===== src/hdl/cag_pkg.sv =====
// Shared types and constants for the cave automaton generation block.
// Holds grid sizes, request codes, register map and the control structs.
// No dependencies.
`timescale 1ns / 1ps

package cag_pkg;

    // Grid geometry
    localparam int MAX_ROWS = 64;
    localparam int MAX_COLS = 64;
    localparam int ROW_W    = 6;   // width of the row field
    localparam int COL_W    = 6;   // width of the column field
    localparam int SIZE_W   = 7;   // width of the grid size registers
    localparam int LIMIT_W  = 4;   // width of the limit registers
    localparam int COUNT_W  = 4;   // neighbour count, 0 to 8
    localparam int KIND_W   = 2;

    // Request kinds
    localparam logic [KIND_W-1:0] KIND_WRITE = 2'd0;
    localparam logic [KIND_W-1:0] KIND_READ  = 2'd1;
    localparam logic [KIND_W-1:0] KIND_GEN   = 2'd2;

    // Register map, index taken from paddr[3:2]
    localparam logic [1:0] REG_LIMIT_BIRTH = 2'd0;
    localparam logic [1:0] REG_LIMIT_DEATH = 2'd1;
    localparam logic [1:0] REG_GRID_ROWS   = 2'd2;
    localparam logic [1:0] REG_GRID_COLS   = 2'd3;

    localparam int APB_ADDR_W = 4;
    localparam int APB_DATA_W = 32;

    // Reset values of the registers
    localparam logic [LIMIT_W-1:0] RST_LIMIT_BIRTH = 4'd4;
    localparam logic [LIMIT_W-1:0] RST_LIMIT_DEATH = 4'd3;
    localparam logic [SIZE_W-1:0]  RST_GRID_ROWS   = 7'd64;
    localparam logic [SIZE_W-1:0]  RST_GRID_COLS   = 7'd64;

    typedef struct packed {
        logic [KIND_W-1:0] kind;
        logic [ROW_W-1:0]  row;
        logic [COL_W-1:0]  col;
        logic              cell_in;
    } cag_req_t;

    typedef struct packed {
        logic cell_out;
        logic range_error;
    } cag_rsp_t;

    typedef struct packed {
        logic [LIMIT_W-1:0] limit_birth;
        logic [LIMIT_W-1:0] limit_death;
        logic [SIZE_W-1:0]  grid_rows;
        logic [SIZE_W-1:0]  grid_cols;
    } cag_cfg_t;

    // Row memory read address source
    typedef enum logic [1:0] {
        RD_REQ  = 2'd0,   // row of the captured request
        RD_GEN0 = 2'd1,   // current generation row
        RD_GEN1 = 2'd2,   // current row plus one
        RD_GEN2 = 2'd3    // current row plus two
    } rd_sel_t;

    // Commands from controller to datapath
    typedef struct packed {
        logic    cap;         // capture request, clear counters
        logic    rd_en;       // issue a row read
        rd_sel_t rd_sel;
        logic    above_ones;  // row above the grid counts as alive
        logic    load_cur;    // load current row from read data
        logic    load_below;  // load row below from read data or ones
        logic    cell_step;   // update one cell, advance column
        logic    row_adv;     // write back row, shift window, advance row
        logic    acc_wr;      // write the requested cell
        logic    res_load;    // present the result
    } cag_cmd_t;

    // Status from datapath to controller
    typedef struct packed {
        logic [KIND_W-1:0] kind;
        logic              in_range;
        logic              last_col;
        logic              last_row;
    } cag_sts_t;

    // Clamp a grid size register to 1..max
    function automatic logic [SIZE_W-1:0] clamp_size(input logic [SIZE_W-1:0] v,
                                                     input logic [SIZE_W-1:0] max);
        logic [SIZE_W-1:0] r;
        begin
            if (v == '0)
            begin
                r = SIZE_W'(1);
            end
            else if (v > max)
            begin
                r = max;
            end
            else
            begin
                r = v;
            end
            return r;
        end
    endfunction

endpackage


===== src/hdl/cag_ctrl.sv =====
// Sequencing state machine for requests and generation sweeps.
// Depends on cag_pkg for request codes and the command/status structs.
`timescale 1ns / 1ps

module cag_ctrl
    import cag_pkg::*;
(
    input  logic              clk,
    input  logic              rst_n,
    input  logic              start,
    input  logic [KIND_W-1:0] start_kind,
    input  cag_sts_t          sts,
    output cag_cmd_t          cmd,
    output logic              busy
);

    typedef enum logic [8:0] {
        S_IDLE   = 9'b000000001,
        S_ACC_RD = 9'b000000010,
        S_ACC    = 9'b000000100,
        S_RESP   = 9'b000001000,
        S_G_RD0  = 9'b000010000,
        S_G_RD1  = 9'b000100000,
        S_FETCH  = 9'b001000000,
        S_CELL   = 9'b010000000,
        S_WB     = 9'b100000000
    } state_t;

    state_t state_reg;
    state_t state_next;

    always_ff @(posedge clk or negedge rst_n)
    begin
        if (!rst_n)
        begin
            state_reg <= S_IDLE;
        end
        else
        begin
            state_reg <= state_next;
        end
    end

    // Decode commands and next state
    always_comb
    begin
        state_next = state_reg;
        cmd        = '0;
        cmd.rd_sel = RD_REQ;
        case (state_reg)
            S_IDLE:
            begin
                if (start)
                begin
                    cmd.cap = 1'b1;
                    if (start_kind == KIND_GEN)
                    begin
                        state_next = S_G_RD0;
                    end
                    else if (start_kind == KIND_WRITE || start_kind == KIND_READ)
                    begin
                        state_next = S_ACC_RD;
                    end
                    else
                    begin
                        state_next = S_RESP;
                    end
                end
            end
            S_ACC_RD:
            begin
                if (sts.in_range)
                begin
                    cmd.rd_en  = 1'b1;
                    cmd.rd_sel = RD_REQ;
                    state_next = S_ACC;
                end
                else
                begin
                    // drop the access, flag it
                    cmd.res_load = 1'b1;
                    state_next   = S_IDLE;
                end
            end
            S_ACC:
            begin
                cmd.acc_wr   = (sts.kind == KIND_WRITE);
                cmd.res_load = 1'b1;
                state_next   = S_IDLE;
            end
            S_RESP:
            begin
                cmd.res_load = 1'b1;
                state_next   = S_IDLE;
            end
            S_G_RD0:
            begin
                cmd.above_ones = 1'b1;
                cmd.rd_en      = 1'b1;
                cmd.rd_sel     = RD_GEN0;
                state_next     = S_G_RD1;
            end
            S_G_RD1:
            begin
                cmd.load_cur = 1'b1;
                cmd.rd_en    = 1'b1;
                cmd.rd_sel   = RD_GEN1;
                state_next   = S_FETCH;
            end
            S_FETCH:
            begin
                cmd.load_below = 1'b1;
                state_next     = S_CELL;
            end
            S_CELL:
            begin
                cmd.cell_step = 1'b1;
                if (sts.last_col)
                begin
                    state_next = S_WB;
                end
            end
            S_WB:
            begin
                cmd.row_adv = 1'b1;
                cmd.rd_en   = 1'b1;
                cmd.rd_sel  = RD_GEN2;
                if (sts.last_row)
                begin
                    cmd.res_load = 1'b1;
                    state_next   = S_IDLE;
                end
                else
                begin
                    state_next = S_FETCH;
                end
            end
            default:
            begin
                state_next = S_IDLE;
            end
        endcase
    end

    assign busy = (state_reg != S_IDLE);

endmodule


===== config.mk =====
export PLATFORM = sky130hd
export DESIGN_NAME = cag_ctrl
export DESIGN_NICKNAME = d
export VERILOG_FILES = /design/src/hdl/cag_pkg.sv /design/src/hdl/cag_ctrl.sv
export SDC_FILE = /design/constraint.sdc
export NUM_CORES = 1
export LEC_CHECK = 0
export ABC_AREA = 0
export ABC_CLOCK_PERIOD_IN_PS = 1600
export BUFFER_PORTS_ARGS = -buffer_cell sky130_fd_sc_hd__buf_2
export CORE_UTILIZATION = 38
export CTS_CLUSTER_SIZE = 25
export DETAILED_ROUTE_END_ITERATION = 10
export PLACE_DENSITY = 0.7
export REMOVE_ABC_BUFFERS = 1
export SYNTH_ARGS = -nofsm -noshare
export SYNTH_HDL_FRONTEND = slang
export SYNTH_SLANG_ARGS = --single-unit
export TNS_END_PERCENT = 10

===== constraint.sdc =====
create_clock -name clk -period 1.6 [get_ports clk]
set_input_delay 0.24 -clock clk [delete_from_list [all_inputs] [get_ports clk]]
set_output_delay 0.24 -clock clk [all_outputs]
set_load 0.02 [all_outputs]

==> flow_summary.json <==
{
  "status": "finished, violations left",
  "violations": "negative setup slack",
  "io_buffer_count": 21,
  "synth_cell_types": 29,
  "rrSetupSlack_ns": 0.13,
  "grt_pass1_vias": 560,
  "dr.pass1.iters": 4,
  "final_core_util_pct": 66.4,
  "clock-sinks": 9,
  "initial_core_util_pct": 43.1,
  "setup_viol": 12,
  "p_per_area_mw_per_mm2": 1000,
  "h-tree-depth": 1,
  "max-vdd-ir-drop_mv": 0.967,
  "grt_max_degree": 10,
  "slew_violations": 0,
  "cts_made_buffers": 3,
  "antenna_found_initial": 0,
  "synthCells": 62,
  "drt-initial-drc-count": 10,
  "gp_congestion": 0.823,
  "grt_usage_pct": 17.5,
  "final_common_cell": "buf_4",
  "cp-end-kind": "primary output",
  "rows": 13,
  "synthArstFlopShare_pct": 100,
  "finalCritPeriodShare_pct": 121,
  "multi_input_area_um2": 373,
  "crit_arrival_ns": 1.69,
  "period_needed_ns": 1.93,
  "rsz0062_at_grt": "true",
  "io-pin-count": 22,
  "drc": 0,
  "clk_pin_slew_ns": 0.05,
  "fill_cells": 114,
  "avgSynthCellArea_um2": 9.61,
  "regArea_um2": 226,
  "wl_per_cell_um": 11.9,
  "maxSlewHeadroom_pct": 78.9,
  "fmax_mhz": 518,
  "die_area_mm2": 0.00173,
  "ys.flop_type": "dfrtp_1",
  "dpl.hpwl_mm": 1.15,
  "fin_cells": 117,
  "grt_pass1_wl_mm": 2.29,
  "dr_total_vias": 624,
  "hp-class": "in -> reg",
  "mostFrequentLayoutCells": "buf_4 (18), buf_2 (13), dfrtp_1 (8)",
  "core_area_mm2": 0.00138,
  "p_leak_uw": 0.000502,
  "synth-seq-area-share_pct": 38.0,
  "dieHeight_um": 41.6,
  "largest_reg_flops": 9,
  "clock_path_buffers": 2,
  "nets": 113,
  "syn_area_um2": 596,
  "ctsRootBufferMaster": "clkbuf_4",
  "numPlacedInstances": 110,
  "finalHoldViolations": 0,
  "grt.overflow.total": 0,
  "worst_ep_required_time_ns": 1.36,
  "crit_fanout": 4,
  "synthMuxAreaShare_pct": 0,
  "drive_gt1_share_pct": 52.0,
  "start_kind": "flip-flop",
  "synth_top_family_by_area": "simple AND/OR/NAND/NOR gates",
  "cap_viol_max_count": 0,
  "yosysWarnings": 0,
  "clock_skew_ns": 0.00194,
  "synth_enable_flop_cells": 0,
  "fin_ws_ns": -0.330,
  "final_antenna_net_count": 0,
  "tightest_slew_ns": 0.314,
  "tritoncts": "built",
  "synth-seq-cells": 9,
  "synth_simple_gate_area_share_pct": 47.3,
  "die_w_um": 41.6,
  "synthAdderAreaFrac_pct": 0,
  "critPathKind": "reg -> out",
  "area_delta_synth_final_pct": 54.2,
  "avgViaCountPerCell": 5.33,
  "routed_wirelength_mm": 1.39,
  "synthXorXnorAreaFrac_pct": 4.41,
  "clk-insertion-delay-late_ns": 0.25,
  "num_antenna_cells": 0,
  "synth-compound-area-share_pct": 7.14
}
-- cell usage after synthesis (2+ instances only) --
library cell  n  area share, %
dfrtp_1       8             34
nand3_1       6            5.0
inv_1         5            3.2
nor2_1        5            3.2
nor2b_1       5            5.3
and3_1        2            2.1
and4b_2       2            3.8
nand2_1       2            1.3
nand2b_1      2            2.1
nand4b_1      2            2.9
nor4_1        2            2.1
o211ai_1      2            2.5
o21ai_0       2            1.7
xor2_1        2            2.9
-- what timing repair did --
action                                  CTS  global route
pin swaps                                 4             4
endpoints found under the setup margin   12            13
hold endpoints to repair                  8             0
gates resized for setup                  12             6
setup buffers                             1             1
gates cloned                              0             0
hold buffers                              1             0
-- routing by layer --
| metal | up-vias | global-route usage, % | part of all wire [%] |
|---|---|---|---|
| met5 | - | 0 | 0 |
| met4 | 0 | 9.68 | 0.65 |
| met3 | 2 | 2.61 | 9.3 |
| met2 | 31 | 28.7 | 50 |
| met1 | 281 | 21.8 | 40 |
| li1 | 310 | - | - |
-- logic make-up after synthesis --
| kind of cell | count (synthesis) |
|---|---|
| AOI/OAI and AO/OA | 6 |
| xor gates and xnor gates | 3 |
| buffers and inverters | 5 |
| DFF | 9 |
| and+or+nand+nor | 39 |
-- per-stage QoR --
stage	total power (uW)	hold slack [ns]	worst slack, ns	TNS (ns)	instance area, um^2
3_3_place_gp	696	0.0907	0.0211	0	810
6_report	923	0.147	-0.330	-2.66	918
3_5_place_dp	707	0.0919	-0.0108	-0.0108	810
5_1_grt	997	0.135	-0.436	-4.11	918
4_1_cts	901	0.133	-0.236	-2.35	890
2_1_floorplan	555	-0.0556	-0.252	-0.381	596
-- critical path, stage by stage (launching register included) --
cell	delay (ns)
dfrtp_1	0.39
buf_4	0.15
nor4_2	0.27
buf_4	0.16
and4b_2	0.23
nand2b_1	0.10
buf_4	0.14
-- where the power goes --
part / internal [uW] / switching (uW)
sequential: 264 / 34.8
clock: 95.2 / 65.3
combinational: 231 / 233
total: 590 / 333
-- area by class of cell --
class / count / share of cell area (%)
Multi-Input combinational cell: 48 / 40.6
Timing Repair Buffer: 36 / 27.8
Sequential cell: 9 / 24.7
Inverter: 5 / 2.04
Clock buffer: 4 / 2.86
Tap cell: 15 / 2.04
-- final timing paths --
| path | from | cells past startpoint | endpoint |
|---|---|---|---|
| worst max register to register | state_reg[1]$_DFFE_PN0P_ | 4 | state_reg[6]$_DFFE_PN0P_ |
| worst max-delay path | state_reg[1]$_DFFE_PN0P_ | 6 | cmd[7] |
| worst min-delay path | start_kind[0] | 2 | state_reg[4]$_DFFE_PN0P_ |
| worst min register to register | state_reg[2]$_DFFE_PN0P_ | 3 | state_reg[7]$_DFFE_PN0P_ |
| min in group asynchronous | rst_n | 2 | state_reg[1]$_DFFE_PN0P_ |
| max in group asynchronous | rst_n | 2 | state_reg[0]$_DFFE_PN1P_ |
(Power assumes the default switching activity.)
