===== config.mk =====
export PLATFORM = sky130hd
export DESIGN_NAME = cag_regs
export DESIGN_NICKNAME = d
export VERILOG_FILES = /design/src/hdl/cag_pkg.sv /design/src/hdl/cag_regs.sv
export SDC_FILE = /design/constraint.sdc
export NUM_CORES = 1
export LEC_CHECK = 0
export BUFFER_PORTS_ARGS = -buffer_cell sky130_fd_sc_hd__buf_4
export CAP_MARGIN = 40
export CORE_MARGIN = 1.5
export CORE_UTILIZATION = 40
export CTS_BUF_LIST = sky130_fd_sc_hd__clkbuf_16
export DETAILED_ROUTE_END_ITERATION = 10
export GPL_TIMING_DRIVEN = 0
export PLACE_DENSITY = 0.87
export SYNTH_ARGS = -nofsm -noshare
export SYNTH_HDL_FRONTEND = slang
export SYNTH_SLANG_ARGS = --single-unit

===== constraint.sdc =====
create_clock -name clk -period 1.1 [get_ports clk]
set_clock_uncertainty 0.05 [all_clocks]
set_input_delay 0.055 -clock clk [delete_from_list [all_inputs] [get_ports clk]]
set_output_delay 0.055 -clock clk [all_outputs]
set_load 0.1 [all_outputs]

===== src/hdl/cag_pkg.sv =====
// Shared types and constants for the cave automaton generation block.
// Holds grid sizes, request codes, register map and the control structs.
// No dependencies.
`timescale 1ns / 1ps

package cag_pkg;

    // Grid geometry
    localparam int MAX_ROWS = 64;
    localparam int MAX_COLS = 64;
    localparam int ROW_W    = 6;   // width of the row field
    localparam int COL_W    = 6;   // width of the column field
    localparam int SIZE_W   = 7;   // width of the grid size registers
    localparam int LIMIT_W  = 4;   // width of the limit registers
    localparam int COUNT_W  = 4;   // neighbour count, 0 to 8
    localparam int KIND_W   = 2;

    // Request kinds
    localparam logic [KIND_W-1:0] KIND_WRITE = 2'd0;
    localparam logic [KIND_W-1:0] KIND_READ  = 2'd1;
    localparam logic [KIND_W-1:0] KIND_GEN   = 2'd2;

    // Register map, index taken from paddr[3:2]
    localparam logic [1:0] REG_LIMIT_BIRTH = 2'd0;
    localparam logic [1:0] REG_LIMIT_DEATH = 2'd1;
    localparam logic [1:0] REG_GRID_ROWS   = 2'd2;
    localparam logic [1:0] REG_GRID_COLS   = 2'd3;

    localparam int APB_ADDR_W = 4;
    localparam int APB_DATA_W = 32;

    // Reset values of the registers
    localparam logic [LIMIT_W-1:0] RST_LIMIT_BIRTH = 4'd4;
    localparam logic [LIMIT_W-1:0] RST_LIMIT_DEATH = 4'd3;
    localparam logic [SIZE_W-1:0]  RST_GRID_ROWS   = 7'd64;
    localparam logic [SIZE_W-1:0]  RST_GRID_COLS   = 7'd64;

    typedef struct packed {
        logic [KIND_W-1:0] kind;
        logic [ROW_W-1:0]  row;
        logic [COL_W-1:0]  col;
        logic              cell_in;
    } cag_req_t;

    typedef struct packed {
        logic cell_out;
        logic range_error;
    } cag_rsp_t;

    typedef struct packed {
        logic [LIMIT_W-1:0] limit_birth;
        logic [LIMIT_W-1:0] limit_death;
        logic [SIZE_W-1:0]  grid_rows;
        logic [SIZE_W-1:0]  grid_cols;
    } cag_cfg_t;

    // Row memory read address source
    typedef enum logic [1:0] {
        RD_REQ  = 2'd0,   // row of the captured request
        RD_GEN0 = 2'd1,   // current generation row
        RD_GEN1 = 2'd2,   // current row plus one
        RD_GEN2 = 2'd3    // current row plus two
    } rd_sel_t;

    // Commands from controller to datapath
    typedef struct packed {
        logic    cap;         // capture request, clear counters
        logic    rd_en;       // issue a row read
        rd_sel_t rd_sel;
        logic    above_ones;  // row above the grid counts as alive
        logic    load_cur;    // load current row from read data
        logic    load_below;  // load row below from read data or ones
        logic    cell_step;   // update one cell, advance column
        logic    row_adv;     // write back row, shift window, advance row
        logic    acc_wr;      // write the requested cell
        logic    res_load;    // present the result
    } cag_cmd_t;

    // Status from datapath to controller
    typedef struct packed {
        logic [KIND_W-1:0] kind;
        logic              in_range;
        logic              last_col;
        logic              last_row;
    } cag_sts_t;

    // Clamp a grid size register to 1..max
    function automatic logic [SIZE_W-1:0] clamp_size(input logic [SIZE_W-1:0] v,
                                                     input logic [SIZE_W-1:0] max);
        logic [SIZE_W-1:0] r;
        begin
            if (v == '0)
            begin
                r = SIZE_W'(1);
            end
            else if (v > max)
            begin
                r = max;
            end
            else
            begin
                r = v;
            end
            return r;
        end
    endfunction

endpackage


===== src/hdl/cag_regs.sv =====
// Configuration register bank on an APB-style port.
// Depends on cag_pkg for the register map and the configuration struct.
`timescale 1ns / 1ps

module cag_regs
    import cag_pkg::*;
(
    input  logic                  clk,
    input  logic                  rst_n,
    input  logic                  psel,
    input  logic                  penable,
    input  logic                  pwrite,
    input  logic [APB_ADDR_W-1:0] paddr,
    input  logic [APB_DATA_W-1:0] pwdata,
    output logic [APB_DATA_W-1:0] prdata,
    output cag_cfg_t              cfg
);

    cag_cfg_t   cfg_reg;
    logic       wr_en;
    logic [1:0] reg_idx;

    assign wr_en   = psel & penable & pwrite;
    assign reg_idx = paddr[3:2];

    // Write the addressed register in the access phase
    always_ff @(posedge clk or negedge rst_n)
    begin
        if (!rst_n)
        begin
            cfg_reg.limit_birth <= RST_LIMIT_BIRTH;
            cfg_reg.limit_death <= RST_LIMIT_DEATH;
            cfg_reg.grid_rows   <= RST_GRID_ROWS;
            cfg_reg.grid_cols   <= RST_GRID_COLS;
        end
        else if (wr_en)
        begin
            case (reg_idx)
                REG_LIMIT_BIRTH: cfg_reg.limit_birth <= pwdata[LIMIT_W-1:0];
                REG_LIMIT_DEATH: cfg_reg.limit_death <= pwdata[LIMIT_W-1:0];
                REG_GRID_ROWS:   cfg_reg.grid_rows   <= pwdata[SIZE_W-1:0];
                REG_GRID_COLS:   cfg_reg.grid_cols   <= pwdata[SIZE_W-1:0];
                default:         cfg_reg.grid_cols   <= cfg_reg.grid_cols;
            endcase
        end
    end

    // Return the addressed register
    always_comb
    begin
        case (reg_idx)
            REG_LIMIT_BIRTH: prdata = APB_DATA_W'(cfg_reg.limit_birth);
            REG_LIMIT_DEATH: prdata = APB_DATA_W'(cfg_reg.limit_death);
            REG_GRID_ROWS:   prdata = APB_DATA_W'(cfg_reg.grid_rows);
            REG_GRID_COLS:   prdata = APB_DATA_W'(cfg_reg.grid_cols);
            default:         prdata = '0;
        endcase
    end

    assign cfg = cfg_reg;

endmodule


==> results of run 1 <==
## stage by stage
stage | total power (W) | setup WS (ns) | cells | TNS [ns] | util (%)
after floorplan | 0.003932 | -0.4217 | 112 | -2.718 | -
after global placement | 0.004426 | -0.1654 | 187 | -1.049 | 59.79
after global routing | 0.005980 | -0.4500 | 203 | -3.291 | 73.25
after CTS | 0.005623 | -0.4287 | 199 | -2.671 | 70.04
final | 0.005812 | -0.4277 | 203 | -2.942 | 73.25
after detailed placement | 0.004475 | -0.1870 | 187 | -1.372 | 59.79
## critical path, cell delays in order, from the launching register on
cell and delay (ns):
dfrtp_4 0.47, mux4_2 0.49, buf_6 0.20
## layout make-up
class                   instances  area share (%)
clock buffers                   3           3.413
well taps                      33           1.877
repair buffers                 54           28.56
flip-flops and latches         22           27.59
plain buffers                  28           10.07
clock inverters                 1          0.1706
multi-input cells              62           28.33
## metal layers
layer	vias to the layer above	global-route usage, %	part of all wire, %
met5	-	0	0
met4	0	8.117	1.3
met3	2	4.176	4.6
met2	32	32.38	57
met1	436	20.00	37
li1	416	-	-
## path summary, 6_finish.rpt
path | start | to | slack, ns | depth (start not counted)
worst min-delay path | pwdata[3] | cfg[10] | 0.007 | 2
worst max register to register | cfg[5] | cfg[5] | 0.06 | 2
max in group asynchronous | rst_n | cfg[6] | 0.55 | 2
worst max-delay path | cfg[3] | prdata[3] | -0.43 | 2
min in group asynchronous | rst_n | cfg[3] | 0.18 | 2
worst min register to register | cfg[16] | cfg[16] | 0.48 | 1
## kinds of logic after synthesis
logic type	Yosys count	share of synthesized area [%]
multiplexers	29	31.50
flip-flops	22	44.50
other	1	0.2997
AND/OR/NAND/NOR	8	6.001
buffers and inverters	28	17.70
## cells in the mapped netlist
master,count
and3_4,1
conb_1,1
mux2i_1,3
mux2_4,7
mux2_2,15
nor3b_4,1
nor2b_1,3
dfrtp_1,17
nand3_2,1
mux4_2,4
buf_6,3
dfstp_2,5
and3b_1,1
buf_4,25
nand3b_1,1
## what timing repair did
| action | 4_1_cts | 5_1_grt |
|---|---|---|
| setup endpoints to repair | 13 | 16 |
| setup buffers | 4 | 4 |
| pin swaps | 0 | 0 |
| gates resized for setup | 39 | 15 |
| endpoints found under the hold margin | 28 | 0 |
| hold buffers | 4 | 0 |
## power by group
| part | switching [W] | internal (W) |
|---|---|---|
| Clock | 0.000277 | 0.000484 |
| Combinational | 0.00260 | 0.00115 |
| Sequential | 0.000189 | 0.00110 |
| Total | 0.00307 | 0.00274 |
==> impl_results.md, run 1 <==
- Commonest non-fill, non-tap cell in the layout: buf_4
- DP HPWL: 1.980 mm
- Clock buffer depth: 2
- Area leader, netlist: dfrtp_1
- Row count: 20
- Worst Path Required: 1.00 ns
- Detail Route Antenna Nets: 0
- Final setup vio count: 14
- Clock sink count: 22
- CTS buffer count: 3
- I/O Pins: 95
- Violated checks: negative setup slack
- Die Wd: 58.93 um
- Pins over their slew limit: 0
- Layout cells sized above 1: 81.18%
- Clock latency on the worst-skew pair: 0.25 ns
- Synth unique cells: 15
- Area post-placement: 1795 um2
- Via count: 886
- Area Growth Syn to Fin: 75.80%
- Multi-input gate area: 623.1 um2
- GRT Overall Usage: 18.00%
- Finished Cell Area: 2200 um2
- Max FFs per register: 22
- Total gr overflow: 0
- Synthesis Warnings: 0
- Crit path capture type: output pin
- Hold slack final: 0.006781 ns
- WL/cell: 15.11 um
- Status: complete, but fails checks
- CP Launch Type: register
- CTS root buf: clkbuf_16
- P_leak: 1.049 nW
- Die height: 58.93 um
- Worst Setup Path Type: register to output pin
- Initial Util: 41.67%
- Hold violation count in the final report: 0
- Register area share after synthesis: 44.50%
- PwrDens: 2642 nW/um2
- Top area cells in the synthesized netlist: dfrtp_1, buf_4, mux2_2, dfstp_2, mux2_4
- Commonest cells after routing, fill and taps aside: buf_4, conb_1, mux2_2
- Worst Hold Class: input pin to register
- Global-route wire length before repair: 4.416 mm
- Largest net degree at the start of global routing: 23
- Port Buffer Count: 42
- Core area: 3003 um2
- Fin crit share: 138.9%
- Routability cong.: 0.7147
- Initial DRC Count: 4
- MaxCap Viol Count: 0
- Netlist Area Pre-Place: 1251 um2
- Vias per std cell: 4.365
- Clock-pin slew on the worst setup and hold paths: 0.06 ns
- Antenna diodes: 0
- Initial antenna violation count: 0
- Seq. cell area: 606.8 um2
- Post-layout minimum cycle time: 1.528 ns
- DRT Pass-1 Iters: 4
- Final wirelength: 3.067 mm
- H-tree depth: 1
- Count of state elements after synthesis: 22
- RSZ-0062 raised after global routing: yes
- CP arrival: 1.42 ns
- Die area: 3473 um2
- Filler cells: 188
- Fin worst setup slack: -0.4277 ns
- CP max FO: 3
- Post-synth top area share: 34.00%
- Maximum vdd drop: 0.001698 V
- TritonCTS clock tree: yes
- Mapped Cells: 88
- Number of global-route vias before repair: 892
- Maximum clock frequency: 654.6 MHz
- Syn avg cell area: 14.22 um2
- DRC errors left: 0
- Post-layout net count: 212
No activity file was read; power rests on OpenSTA's default activity.
==> run 2, diff against run 1 <==
--- a/config.mk
+++ b/config.mk
@@ -8,11 +8,12 @@
 export BUFFER_PORTS_ARGS = -buffer_cell sky130_fd_sc_hd__buf_4
 export CAP_MARGIN = 40
 export CORE_MARGIN = 1.5
-export CORE_UTILIZATION = 40
+export CORE_UTILIZATION = 30
 export CTS_BUF_LIST = sky130_fd_sc_hd__clkbuf_16
+export CTS_CLUSTER_SIZE = 25
 export DETAILED_ROUTE_END_ITERATION = 10
 export GPL_TIMING_DRIVEN = 0
-export PLACE_DENSITY = 0.87
+export PLACE_DENSITY = 0.7
 export SYNTH_ARGS = -nofsm -noshare
 export SYNTH_HDL_FRONTEND = slang
 export SYNTH_SLANG_ARGS = --single-unit
==> run 2 against run 1 <==
The flow still finishes with violations (negative setup slack); setup slack improved by 0.014 ns; cell count rose by 9.4%; utilization fell by 16 points; total power rose by 5.5%; global-route usage fell by 4.2 points; die area rose by 32%; largest power group unchanged.
==> impl_results.md, run 2 (synthesis gave the netlist of run 1 again) <==
- I/O Pins: 95 (unchanged)
- Initial Util: 31.28% (-10 points)
- Fin crit share: 137.6% (-1.3 points)
- Maximum clock frequency: 660.8 MHz (+0.95%)
- Commonest cells after routing, fill and taps aside: buf_4, conb_1, buf_12
- Clock sink count: 22 (unchanged)
- Violated checks: negative setup slack
- DP HPWL: 2.147 mm (+8.4%)
- Worst Setup Path Type: register to output pin
- P_leak: 1.078 nW (+2.8%)
- DRT Pass-1 Iters: 2 (-2)
- RSZ-0062 raised after global routing: yes
- Routability cong.: 0.6018 (-16%)
- Util after Layout: 57.08% (-16 points)
- Worst Path Required: 1.00 ns (about the same)
- Hold slack final: 0.006888 ns (+0.0001069 ns)
- Crit path capture type: output pin
- Clock-pin slew on the worst setup and hold paths: 0.06 ns (about the same)
- Area post-placement: 1817 um2 (+1.2%)
- Final wirelength: 3.032 mm (-1.1%)
- CTS root buf: clkbuf_16
- Reg2reg start: cfg[15]
- Via count: 918 (+3.6%)
- Die area: 4567 um2 (+32%)
- Worst hold start: pwdata[2]
- CTS buffer count: 3 (unchanged)
- TritonCTS clock tree: yes
- Fin worst setup slack: -0.4133 ns (+0.01437 ns)
- H-tree depth: 1 (unchanged)
- Total gr overflow: 0 (unchanged)
- Worst Hold Class: input pin to register
- Final setup vio count: 15 (+1)
- Post-layout net count: 214 (+0.94%)
- Area Growth Syn to Fin: 82.50%
- DRC errors left: 0 (unchanged)
- Crit path launch: cfg[3]
- Hold violation count in the final report: 0 (unchanged)
- MaxCap Viol Count: 0 (unchanged)
- WL/cell: 13.66 um (-9.6%)
- Dpl cells: 204 (+9.1%)
- Antenna diodes: 0 (unchanged)
- Detail Route Antenna Nets: 0 (unchanged)
- Non-filler instance count after layout: 222 (+9.4%)
- CP max FO: 2 (-1)
- Worst reg-to-reg path cell count: 3 (+1)
- Layout cells sized above 1: 81.98% (+0.80 points)
- Pins over their slew limit: 0 (unchanged)
- GRT Overall Usage: 13.76% (-4.2 points)
- Maximum vdd drop: 0.001284 V (-24%)
- Clock buffer depth: 2 (unchanged)
- Row count: 23 (+15%)
- Largest net degree at the start of global routing: 23 (unchanged)
- Die Wd: 67.58 um (+15%)
- Global-route wire length before repair: 4.540 mm (+2.8%)
- CP Launch Type: register
- Initial antenna violation count: 0 (unchanged)
- Status: complete, but fails checks
- Post-layout minimum cycle time: 1.513 ns (-0.01437 ns)
- Initial DRC Count: 8 (+4)
- Vias per std cell: 4.135 (-5.3%)
- Max FFs per register: 22 (unchanged)
- Number of global-route vias before repair: 919 (+3.0%)
- Port Buffer Count: 42 (unchanged)
- Worst R2R Setup Slack: 0.03 ns (-0.03 ns)
- Setup crit end: prdata[3]
- CP arrival: 1.41 ns (about the same)
- Clock latency on the worst-skew pair: 0.25 ns (about the same)
- Core area: 4000 um2 (+33%)
- PwrDens: 2685 nW/um2 (+1.6%)
- FF-to-FF End: cfg[15]
- Finished Cell Area: 2283 um2 (+3.8%)
- Die height: 67.58 um (+15%)
- Commonest non-fill, non-tap cell in the layout: buf_4
==> run 2: cell count changes in the layout (fill, tap and decap cells not counted), sizes merged <==
cell,before,now
inv,1,0
bufinv,0,1
buf,78,80
==> run 2: where the power goes <==
| group | total (W) | internal (W) | switching (W) |
|---|---|---|---|
| combinational | 0.00383 | 0.00122 | 0.00261 |
| sequential | 0.00128 | 0.00110 | 0.000174 |
| clock | 0.00102 | 0.000723 | 0.000302 |
==> run 2: worst min path at each step <==
| stage | endpoint | slack, ns | depth (start not counted) |
|---|---|---|---|
| after detailed placement | cfg[5] | -0.08 | 1 |
| after floorplan | cfg[0] | -0.29 | 0 |
| final | cfg[9] | 0.007 | 2 |
| after global placement | cfg[5] | -0.1 | 1 |
| after CTS | cfg[7] | 0.004 | 2 |
| after global routing | cfg[16] | 0.01 | 2 |
==> run 2: critical path: stages, from the launching register on <==
cell and delay, ns:
dfrtp_4 0.47, mux4_2 0.50, buf_12 0.19
==> run 2: final cells by class <==
type	count	area (um2)
buffer	28	221.5
clock buffer	3	75.07
clock inverter	1	30.03
fill	324	1717
multi-input combinational	62	626.9
sequential	22	606.8
tap	50	62.56
timing repair buffer	56	660.6
==> run 2: metal layers <==
metal  part of all wire (%)  track usage (%)  routed length (um)
met3                    9.9            3.667                 301
met2                     51            24.63                1543
met5                      0                0                   0
met1                     38            16.04                1157
met4                   0.99            3.827                  30
==> run 2: repair_timing <==
action                                  4_1_cts  5_1_grt
hold buffers                                  4        0
resized for setup                            49       10
buffers inserted                              5        5
endpoints found under the setup margin       14       16
hold endpoints to repair                     28        0
==> run 2: metrics by stage <==
stage,worst slack [ns],TNS [ns],power [W]
after detailed placement,-0.1793,-1.974,0.004481
final,-0.4133,-3.021,0.006131
after global placement,-0.1718,-1.490,0.004438
after CTS,-0.4228,-2.812,0.006012
after floorplan,-0.4217,-2.718,0.003932
after global routing,-0.4322,-3.329,0.006299
